===== src/design/mtiu_pkg.sv =====
// mtiu_pkg: shared types and constants for the machine trap and interrupt unit
// no dependencies
`default_nettype none
package mtiu_pkg;
	localparam int unsigned QueueDepth = 16;
	localparam int unsigned QidxW = $clog2(QueueDepth);
	localparam int unsigned QcntW = $clog2(QueueDepth + 1);
	localparam int unsigned QentW = 2 + 32 + 64;

	localparam logic [2:0] MODE_READ   = 3'd0;
	localparam logic [2:0] MODE_WRITE  = 3'd1;
	localparam logic [2:0] MODE_RAISE  = 3'd2;
	localparam logic [2:0] MODE_TAKE   = 3'd3;
	localparam logic [2:0] MODE_TRAP   = 3'd4;
	localparam logic [2:0] MODE_RETURN = 3'd5;
	localparam logic [2:0] MODE_TICK   = 3'd6;
	localparam logic [2:0] MODE_CLEAR  = 3'd7;

	localparam logic [11:0] CSR_MSTATUS  = 12'h300;
	localparam logic [11:0] CSR_MIE      = 12'h304;
	localparam logic [11:0] CSR_MTVEC    = 12'h305;
	localparam logic [11:0] CSR_MSCRATCH = 12'h340;
	localparam logic [11:0] CSR_MEPC     = 12'h341;
	localparam logic [11:0] CSR_MCAUSE   = 12'h342;
	localparam logic [11:0] CSR_MTVAL    = 12'h343;
	localparam logic [11:0] CSR_MIP      = 12'h344;

	localparam logic [1:0] KIND_SW  = 2'd0;
	localparam logic [1:0] KIND_TIM = 2'd1;
	localparam logic [1:0] KIND_EXT = 2'd2;

	localparam logic [31:0] BIT_SW  = 32'h8;
	localparam logic [31:0] BIT_TIM = 32'h80;
	localparam logic [31:0] BIT_EXT = 32'h800;
	localparam logic [31:0] ST_MIE  = 32'h8;
	localparam logic [31:0] ST_MPIE = 32'h80;
	localparam logic [31:0] ST_MPP  = 32'h1800;

	typedef struct packed {
		logic [2:0]  mode;
		logic [11:0] csr_addr;
		logic [31:0] write_value;
		logic [1:0]  irq_kind;
		logic [31:0] irq_source;
		logic        trap_is_irq;
		logic [30:0] trap_cause;
		logic [31:0] trap_pc;
	} req_t;

	typedef struct packed {
		logic [31:0] read_data;
		logic [31:0] next_pc;
		logic        taken_valid;
		logic [1:0]  taken_kind;
		logic [31:0] taken_source;
		logic [63:0] taken_stamp;
		logic        queue_dropped;
		logic        trap_active_flag;
	} rsp_t;

	function automatic logic [31:0] kind_bit(input logic [1:0] k);
		unique case (k)
			KIND_SW:  return BIT_SW;
			KIND_TIM: return BIT_TIM;
			KIND_EXT: return BIT_EXT;
			default:  return 32'h0;
		endcase
	endfunction
endpackage
`default_nettype wire


===== src/design/mtiu_if.sv =====
// mtiu_req_if / mtiu_rsp_if: valid-ready channels of the trap unit
// depends on mtiu_pkg
`default_nettype none
interface mtiu_req_if;
	logic valid;
	logic ready;
	mtiu_pkg::req_t data;
	modport source (output valid, output data, input ready);
	modport sink (input valid, input data, output ready);
endinterface

interface mtiu_rsp_if;
	logic valid;
	logic ready;
	mtiu_pkg::rsp_t data;
	modport source (output valid, output data, input ready);
	modport sink (input valid, input data, output ready);
endinterface
`default_nettype wire


===== src/design/mtiu_ram.sv =====
// mtiu_ram: generic single-port write, single read port ram, registered read
// no dependencies
`default_nettype none
module mtiu_ram #(
	parameter int unsigned Width = 8,
	parameter int unsigned Depth = 16
) (
	input  wire logic                     clk,
	input  wire logic                     we,
	input  wire logic [$clog2(Depth)-1:0] waddr,
	input  wire logic [Width-1:0]         wdata,
	input  wire logic [$clog2(Depth)-1:0] raddr,
	output logic [Width-1:0]              rdata
);
	logic [Width-1:0] mem [Depth];

	always_ff @(posedge clk) begin
		if (we) begin
			mem[waddr] <= wdata;
		end
		rdata <= mem[raddr];
	end
endmodule
`default_nettype wire


===== src/design/machine_trap_interrupt_unit.sv =====
// machine_trap_interrupt_unit: machine-mode csrs, interrupt queue, trap entry and return
// depends on mtiu_pkg, mtiu_if, mtiu_ram
// csr, raise, trap, return, tick, clear and a refused take: run in ST_EXEC, result via ST_DONE
// a granted take scans the queue ram one entry a cycle, reads the picked entry, then moves
//   each later entry down, reading it and then writing it one place lower
// next beat accepted the cycle after the last result enters the output register, not before
// arst_n clears all csrs, the counter and the queue count; the queue ram is not cleared
`default_nettype none
module machine_trap_interrupt_unit (
	input  wire logic   clk,
	input  wire logic   arst_n,
	mtiu_req_if.sink    req,
	mtiu_rsp_if.source  rsp
);
	import mtiu_pkg::*;

	localparam logic [2:0] ST_IDLE = 3'd0;
	localparam logic [2:0] ST_EXEC = 3'd1;
	localparam logic [2:0] ST_SCAN = 3'd2;
	localparam logic [2:0] ST_PICK = 3'd3;
	localparam logic [2:0] ST_MOVE = 3'd4;
	localparam logic [2:0] ST_DONE = 3'd5;

	logic [2:0] state_q;
	req_t req_q;
	rsp_t res_q;
	rsp_t rsp_q;
	logic rsp_valid_q;

	logic [31:0] mstatus_q, mie_q, mtvec_q, mscratch_q, mepc_q, mcause_q, mtval_q;
	logic soft_q;
	logic [31:0] hw_q;
	logic trap_q;
	logic [63:0] cycle_q;
	logic [QcntW-1:0] count_q;

	// scan bookkeeping: first index of each kind, a found flag per kind
	logic [QcntW-1:0] scan_q;
	logic [2:0] found_q;
	logic [QidxW-1:0] first_q [3];
	logic [QidxW-1:0] sel_q;
	logic [QcntW-1:0] mv_q;
	logic mv_rd_q;

	logic we;
	logic [QidxW-1:0] waddr, raddr;
	logic [QentW-1:0] wdata, rdata;

	mtiu_ram #(.Width(QentW), .Depth(QueueDepth)) u_queue (
		.clk(clk), .we(we), .waddr(waddr), .wdata(wdata), .raddr(raddr), .rdata(rdata)
	);

	logic [31:0] mip;
	assign mip = (soft_q ? BIT_SW : 32'h0) | hw_q;

	logic [1:0] rd_kind;
	assign rd_kind = rdata[QentW-1 -: 2];

	logic take_ok;
	assign take_ok = ((mstatus_q & ST_MIE) != 32'h0) &&
		((mie_q & mip & (BIT_SW | BIT_TIM | BIT_EXT)) != 32'h0) && (count_q != '0);

	logic en_ext, en_sw, en_tim;
	assign en_ext = ((mie_q & mip & BIT_EXT) != 32'h0);
	assign en_sw  = ((mie_q & mip & BIT_SW) != 32'h0);
	assign en_tim = ((mie_q & mip & BIT_TIM) != 32'h0);

	logic [QidxW-1:0] pick;
	always_comb begin
		priority if (en_ext && found_q[2]) begin
			pick = first_q[2];
		end else if (en_sw && found_q[0]) begin
			pick = first_q[0];
		end else if (en_tim && found_q[1]) begin
			pick = first_q[1];
		end else begin
			pick = '0;
		end
	end

	assign req.ready = (state_q == ST_IDLE);
	assign rsp.valid = rsp_valid_q;
	assign rsp.data = rsp_q;

	// ram port control
	always_comb begin
		we = 1'b0;
		waddr = '0;
		wdata = {req_q.irq_kind, req_q.irq_source, cycle_q};
		raddr = '0;
		unique case (state_q)
			ST_EXEC: begin
				we = (req_q.mode == MODE_RAISE) && (kind_bit(req_q.irq_kind) != 32'h0) &&
					(count_q < QcntW'(QueueDepth));
				waddr = count_q[QidxW-1:0];
			end
			ST_SCAN: raddr = scan_q[QidxW-1:0];
			ST_PICK: raddr = pick;
			ST_MOVE: begin
				raddr = mv_q[QidxW-1:0];
				we = mv_rd_q;
				waddr = mv_q[QidxW-1:0] - QidxW'(1);
				wdata = rdata;
			end
			default: ;
		endcase
	end

	logic [31:0] rd_val;
	always_comb begin
		unique case (req_q.csr_addr)
			CSR_MSTATUS:  rd_val = mstatus_q;
			CSR_MIE:      rd_val = mie_q;
			CSR_MTVEC:    rd_val = mtvec_q;
			CSR_MSCRATCH: rd_val = mscratch_q;
			CSR_MEPC:     rd_val = mepc_q;
			CSR_MCAUSE:   rd_val = mcause_q;
			CSR_MTVAL:    rd_val = mtval_q;
			CSR_MIP:      rd_val = mip;
			default:      rd_val = 32'h0;
		endcase
	end

	logic [31:0] vec_base;
	assign vec_base = (mtvec_q & ~32'h3) +
		((req_q.trap_is_irq && mtvec_q[1:0] == 2'd1) ? {req_q.trap_cause[29:0], 2'b00} : 32'h0);

	always_ff @(posedge clk or negedge arst_n) begin
		rsp_t res_n;
		if (!arst_n) begin
			state_q <= ST_IDLE;
			rsp_valid_q <= 1'b0;
			rsp_q <= '0; res_q <= '0;
			mstatus_q <= '0; mie_q <= '0; mtvec_q <= '0; mscratch_q <= '0;
			mepc_q <= '0; mcause_q <= '0; mtval_q <= '0;
			soft_q <= 1'b0; hw_q <= '0; trap_q <= 1'b0; cycle_q <= '0; count_q <= '0;
			scan_q <= '0; found_q <= '0; mv_q <= '0; mv_rd_q <= 1'b0;
		end else begin
			res_n = res_q;
			// the output register takes a finished result once the last one has gone
			if (state_q == ST_DONE && (!rsp_valid_q || rsp.ready)) begin
				rsp_q <= res_q;
				rsp_valid_q <= 1'b1;
			end else if (rsp.ready) begin
				rsp_valid_q <= 1'b0;
			end
			unique case (state_q)
				ST_IDLE: begin
					if (req.valid && req.ready) begin
						req_q <= req.data;
						state_q <= ST_EXEC;
					end
				end
				ST_EXEC: begin
					res_n = '0;
					res_n.trap_active_flag = trap_q;
					state_q <= ST_DONE;
					unique case (req_q.mode)
						MODE_READ: res_n.read_data = rd_val;
						MODE_WRITE: begin
							unique case (req_q.csr_addr)
								CSR_MSTATUS:  mstatus_q <= req_q.write_value;
								CSR_MIE:      mie_q <= req_q.write_value;
								CSR_MTVEC:    mtvec_q <= req_q.write_value;
								CSR_MSCRATCH: mscratch_q <= req_q.write_value;
								CSR_MEPC:     mepc_q <= req_q.write_value;
								CSR_MCAUSE:   mcause_q <= req_q.write_value;
								CSR_MTVAL:    mtval_q <= req_q.write_value;
								CSR_MIP:      soft_q <= req_q.write_value[3];
								default: ;
							endcase
						end
						MODE_RAISE: begin
							if (kind_bit(req_q.irq_kind) != 32'h0) begin
								if (count_q < QcntW'(QueueDepth)) begin
									count_q <= count_q + QcntW'(1);
									hw_q <= hw_q | kind_bit(req_q.irq_kind);
								end else begin
									res_n.queue_dropped = 1'b1;
								end
							end
						end
						MODE_TAKE: begin
							if (take_ok) begin
								scan_q <= '0;
								found_q <= '0;
								state_q <= ST_SCAN;
							end
						end
						MODE_TRAP: begin
							trap_q <= 1'b1;
							res_n.trap_active_flag = 1'b1;
							mepc_q <= req_q.trap_pc;
							mcause_q <= {req_q.trap_is_irq, req_q.trap_cause};
							mtval_q <= '0;
							mstatus_q <= (mstatus_q & ~(ST_MIE | ST_MPIE | ST_MPP)) |
								(mstatus_q[3] ? ST_MPIE : 32'h0) | ST_MPP;
							res_n.next_pc = vec_base;
						end
						MODE_RETURN: begin
							if (trap_q) begin
								trap_q <= 1'b0;
								res_n.trap_active_flag = 1'b0;
								mstatus_q <= (mstatus_q & ~(ST_MIE | ST_MPP)) |
									(mstatus_q[7] ? ST_MIE : 32'h0) | ST_MPIE;
							end
							res_n.next_pc = mepc_q;
						end
						MODE_TICK: cycle_q <= cycle_q + 64'd1;
						default: begin
							hw_q <= '0;
							count_q <= '0;
						end
					endcase
					res_q <= res_n;
				end
				ST_SCAN: begin
					// read of entry scan_q-1 arrives now
					if (scan_q != '0) begin
						for (int k = 0; k < 3; k++) begin
							if (!found_q[k] && rd_kind == 2'(k)) begin
								found_q[k] <= 1'b1;
								first_q[k] <= QidxW'(scan_q - QcntW'(1));
							end
						end
					end
					if (scan_q == count_q) begin
						state_q <= ST_PICK;
					end else begin
						scan_q <= scan_q + QcntW'(1);
					end
				end
				ST_PICK: begin
					sel_q <= pick;
					if (!mv_rd_q) begin
						// first pass: wait for the registered read of the picked entry
						mv_rd_q <= 1'b1;
					end else begin
						res_n.taken_valid = 1'b1;
						res_n.taken_kind = rd_kind;
						res_n.taken_source = rdata[95:64];
						res_n.taken_stamp = rdata[63:0];
						res_q <= res_n;
						hw_q <= hw_q & ~kind_bit(rd_kind);
						mv_q <= QcntW'(sel_q) + QcntW'(1);
						mv_rd_q <= 1'b0;
						scan_q <= '0;
						state_q <= ST_MOVE;
					end
				end
				ST_MOVE: begin
					// read entry mv_q, write it one place lower next cycle
					if (mv_rd_q) begin
						mv_q <= mv_q + QcntW'(1);
						mv_rd_q <= 1'b0;
					end else if (mv_q >= count_q) begin
						count_q <= count_q - QcntW'(1);
						state_q <= ST_DONE;
					end else begin
						mv_rd_q <= 1'b1;
					end
				end
				default: begin
					if (!rsp_valid_q || rsp.ready) begin
						state_q <= ST_IDLE;
					end
				end
			endcase
		end
	end
endmodule
`default_nettype wire


===== src/flat_wrapper.sv =====
// flat-port wrapper written by rule: the top's interface ports become plain ports
module machine_trap_interrupt_unit_flat import mtiu_pkg::*;
  (clk, arst_n, req_valid, req_data, req_ready, rsp_valid, rsp_data, rsp_ready);
  mtiu_req_if req_i ();
  mtiu_rsp_if rsp_i ();
  input  wire logic clk;
  input  wire logic arst_n;
  input wire logic [$bits(req_i.valid)-1:0] req_valid;
  input wire logic [$bits(req_i.data)-1:0] req_data;
  output wire logic [$bits(req_i.ready)-1:0] req_ready;
  output wire logic [$bits(rsp_i.valid)-1:0] rsp_valid;
  output wire logic [$bits(rsp_i.data)-1:0] rsp_data;
  input wire logic [$bits(rsp_i.ready)-1:0] rsp_ready;
  assign req_i.valid = req_valid;
  assign req_i.data = req_data;
  assign req_ready = req_i.ready;
  assign rsp_valid = rsp_i.valid;
  assign rsp_data = rsp_i.data;
  assign rsp_i.ready = rsp_ready;
  machine_trap_interrupt_unit u_core (.clk(clk), .arst_n(arst_n), .req(req_i), .rsp(rsp_i));
endmodule

===== config.mk =====
export PLATFORM = sky130hd
export DESIGN_NAME = machine_trap_interrupt_unit_flat
export DESIGN_NICKNAME = d
export VERILOG_FILES = /design/src/design/mtiu_pkg.sv /design/src/design/mtiu_if.sv /design/src/design/mtiu_ram.sv /design/src/design/machine_trap_interrupt_unit.sv /design/src/flat_wrapper.sv
export SDC_FILE = /design/constraint.sdc
export NUM_CORES = 2
export LEC_CHECK = 0
export BUFFER_PORTS_ARGS = -buffer_cell sky130_fd_sc_hd__buf_2
export CAP_MARGIN = 20
export CORE_MARGIN = 1.5
export CORE_UTILIZATION = 40
export DETAILED_ROUTE_END_ITERATION = 6
export PLACE_DENSITY = 0.57
export SYNTH_ARGS = -nofsm -noshare
export SYNTH_HDL_FRONTEND = slang
export SYNTH_SLANG_ARGS = --single-unit

===== constraint.sdc =====
create_clock -name clk -period 16.1 [get_ports clk]
set_input_delay 0.805 -clock clk [delete_from_list [all_inputs] [get_ports clk]]
set_output_delay 0.805 -clock clk [all_outputs]
set_load 0.005 [all_outputs]

==> run_results.csv <==
group,metric,value,unit
pwr,seq_power_share,48.5,%
pwr,pwr-share-comb,14.6,%
synthesis,synth_edf_count,1729,
timing,finalCritPeriodShare,35.01,%
place,place_hpwl,142700,um
synthesis,synthDistinctLibCells,79,
timing,tightest_slew,1.152,ns
synthesis,synth_top_area_share,53.09,%
final_layout,multi_input_comb_area,0.02604,mm2
timing,grt_setup_unrepaired,"no",
hold_path,hold_path_class,"in2reg",
cts,htreeDepth,5,
timing,maxSlewViolCount,0,
timing,setup_viol,0,
setup_path,critPathMostFrequentCell,"buf_4",
detailed_routing,routed_wl,265000,um
timing,finalClockSkew,0.08013,ns
cts,root_buffer,"clkbuf_16",
detailed_routing,via_per_inst,5.482,
final_layout,final_layout_size_suffix_gt1_share,17.00,%
pwr,p_leak,44.88,nW
grt,grt_pass1_wl,391800,um
pwr,internal_power,12.12,mW
detailed_routing,num_vias,58470,
setup_path,crit_chain,"nor2_1, nand2_4, buf_4, o21a_1, nand2_1, nor2_4, buf_4, buf_4",
timing,timing.fmax,177.4,MHz
synthesis,synth_top_area_cell,"edfxtp_1",
floorplanning,coreArea,0.2432,mm2
detailed_routing,dr.pass1.iters,6,
setup_path,crit_arrival,6.17,ns
outcome,status,"finished clean",
place,dpl.cell_count,10150,
synthesis,synth_ff_type,"edfxtp_1",
cts,clk_pin_slew,0.06,ns
detailed_routing,wire_per_inst,24.84,um
place,io_buffers,315,
setup_path,crit_type,"reg2reg",
pwr,p_per_area,149.0,mW/mm2
floorplanning,die_area,0.2474,mm2
timing,fin_tns_setup,0,ns
detailed_routing,drc_errors,0,
grt,gr-max-usage-layer,"met2",
cts,clockBufferDepth,4,
cts,cts_tree,"done",
grt,met2_usage,33.30,%
setup_path,start_kind,"flip-flop",
pwr,ir_drop,0.0001611,V
detailed_routing,drt_iter0_drc,5673,
grt,grtUsageMet1,30.17,%
final_layout,fillCellCount,21560,
run,cap_violations,0,
floorplanning,std_cell_rows,181,
floorplanning,die_w,497.4,um
setup_path,slowest_stage,"buf_4",
floorplanning,initial_utilization,40.20,%
synthesis,syn_inst,6912,
timing,fin_crit,5.636,ns
setup_path,critPathRequiredTime,16.63,ns
final_layout,area_delta_synth_final,14.34,%
synthesis,netlist_top_cells_area,"edfxtp_1 (53%), dfrtp_1 (17%), nand2_1 (5.6%)",
floorplanning,die_h,497.4,um
cts,cts-resized-gates,0,
setup_path,crit_path_max_incr_delay,0.88,ns
synthesis,ys_async_sr_fraction,26.12,%
setup_path,crit_fanout,67,
synthesis,yosysWarningCount,0,
pwr,pwr-share-clk,36.9,%
final_layout,fin_nets,7444,
cts,cts_sinks,2473,
synthesis,avgSynthCellArea,14.15,um2
synthesis,ys_seq_elements,2473,
grt,grt.total_usage,21.10,%
grt,grt_max_degree,181,
cts,cts_setup_buffers,0,
final_layout,regArea,0.07005,mm2
grt,antenna_found_initial,9,
place,place.gp.congestion,0.8284,
timing,finalHoldViolCount,0,
synthesis,synthesis.nets,7104,
timing,max-slew-margin-rel,23.21,%
pwr,p_switching,4.547,mW
grt,first_global_vias,58000,
cts,cts-buffers-inserted,283,
grt,use_met3,3.716,%
cts,clk_latency,0.93,ns
setup_path,critPathCaptureType,"flip-flop",
synthesis,ys_seq_area_share,71.63,%
grt,grt_overflow_total,0,
detailed_routing,postRouteAntennaNets,0,
floorplanning,ios,316,
final_layout,finalNonFillerCells,10670,
pwr,swShare,27.29,%
synthesis,synth_area,0.09779,mm2
==> sequential cells by signal (all words and copies together) (netlist names), 64 cells and up <==
name,count
u_core.cycle_q,64
u_core.req_q,145
u_core.res_q,165
u_core.rsp.data,165
u_core.u_queue.mem,1568
u_core.u_queue.rdata,98
==> power by group through the flow <==
stage               registers, mW  logic (mW)  clock network [mW]
floorplan                    8.03        1.65                   0
CTS                          8.08        2.45                6.26
finish                       8.09        2.43                6.14
detailed placement           8.20        2.44                   0
global route                 8.14        2.67                6.51
global placement             8.19        2.38                   0
==> critical path: cells and delay by family (launching register included) <==
kind,cells,cell delay [ns]
buffers and inverters,3,2.42
and+or+nand+nor,4,1.80
AOI/OAI and AO/OA,1,0.26
DFF,1,0.63
==> final timing paths <==
kind	endpoint	from	cells after the start	slack, ns
setup / recovery	u_core.u_queue.mem[3][55]	u_core.state_q[1]	8	10.46
max in group asynchronous	u_core.rsp.data[125]	arst_n	5	12.86
hold / removal	u_core.req_q[93]	req_data[93]	1	0.06
setup reg to reg	u_core.u_queue.mem[3][55]	u_core.state_q[1]	8	10.46
min in group asynchronous	u_core.mcause_q[1]	arst_n	2	0.47
hold reg to reg	u_core.res_q[1]	u_core.res_q[1]	2	0.46
==> per-layer routing <==
| metal | vias up | wire [um] |
|---|---|---|
| met3 | 419 | 17930 |
| met2 | 2000 | 122900 |
| li1 | 26130 | - |
| met5 | - | 0 |
| met4 | 0 | 5822 |
| met1 | 29920 | 118300 |
==> cells by family (layout without fill, tap and decap cells) <==
kind of cell / Yosys count / after routing / share of synthesized area [%]
xor gates and xnor gates: 99 / 99 / 0.8867
other: 0 / 4 / 0
buffers and inverters: 417 / 965 / 2.011
DFF: 2473 / 2473 / 71.63
AOI/OAI and AO/OA: 710 / 710 / 4.437
muxes: 822 / 822 / 10.07
and+or+nand+nor: 2348 / 2348 / 10.41
adders and majority gates: 43 / 43 / 0.5579
==> cell type report <==
type	instances	share of cell area [%]
clock buffer	395	7.120
tap	3202	3.583
clock inverter	98	0.7621
inverter	25	0.08393
timing repair buffer	447	2.502
antenna	4	0.008952
sequential	2473	62.65
multi-input combinational	4022	23.29
==> Yosys cell counts (6+ instances only) <==
cell type / number
edfxtp_1: 1729
o21a_1: 10
buf_2: 85
inv_1: 24
a21oi_1: 243
nand4_1: 115
buf_6: 31
nor2b_1: 13
and4_1: 12
nor3_1: 27
and2_1: 67
a21o_1: 22
nor4_1: 6
buf_1: 12
xor2_1: 45
a221oi_1: 50
nand3_1: 425
mux2_2: 296
dfrtp_1: 646
nand2b_1: 8
mux4_2: 97
and3_1: 34
nor2_1: 146
a222oi_1: 29
buf_4: 10
mux2_1: 28
dfxtp_1: 98
o21ai_0: 232
a211oi_1: 6
ha_1: 42
mux2i_1: 401
xnor2_1: 54
a31oi_1: 8
a22oi_1: 52
nand2_1: 1466
clkbuf_1: 250
o31ai_1: 7
==> repair_timing <==
item / in CTS / in global routing
endpoints found under the hold margin: 74 / 0
hold buffers: 17 / 0
setup endpoints to repair: 0 / 0
==> layout by cell type (no fill, tap or decap), drive strengths merged, types with 22 or more instances in the layout <==
master / count
buf: 430
dfrtp: 646
a221oi: 51
dfxtp: 98
mux4: 97
edfxtp: 1729
a21oi: 246
a222oi: 29
mux2: 324
mux2i: 401
and2: 67
nand2: 1467
xnor2: 54
o21ai: 234
xor2: 45
nand3: 425
ha: 42
clkbuf: 395
a22oi: 52
nand4: 116
inv: 30
a21o: 22
clkinv: 75
nor3: 33
and3: 34
nor2: 147
==> per-stage QoR <==
step	setup slack, ns	utilization [%]	power, mW	hold WS [ns]	cell area [um2]
finish	10.46	45.97	16.66	0.06081	111800
floorplan	9.860	-	9.682	0.4331	97790
global route	10.22	45.97	17.32	0.01511	111800
detailed placement	10.48	42.26	10.64	0.4524	102800
global placement	10.59	42.25	10.57	0.4490	102800
CTS	10.51	45.96	16.79	0.0001094	111800
No activity file was read; power rests on OpenSTA's default activity.
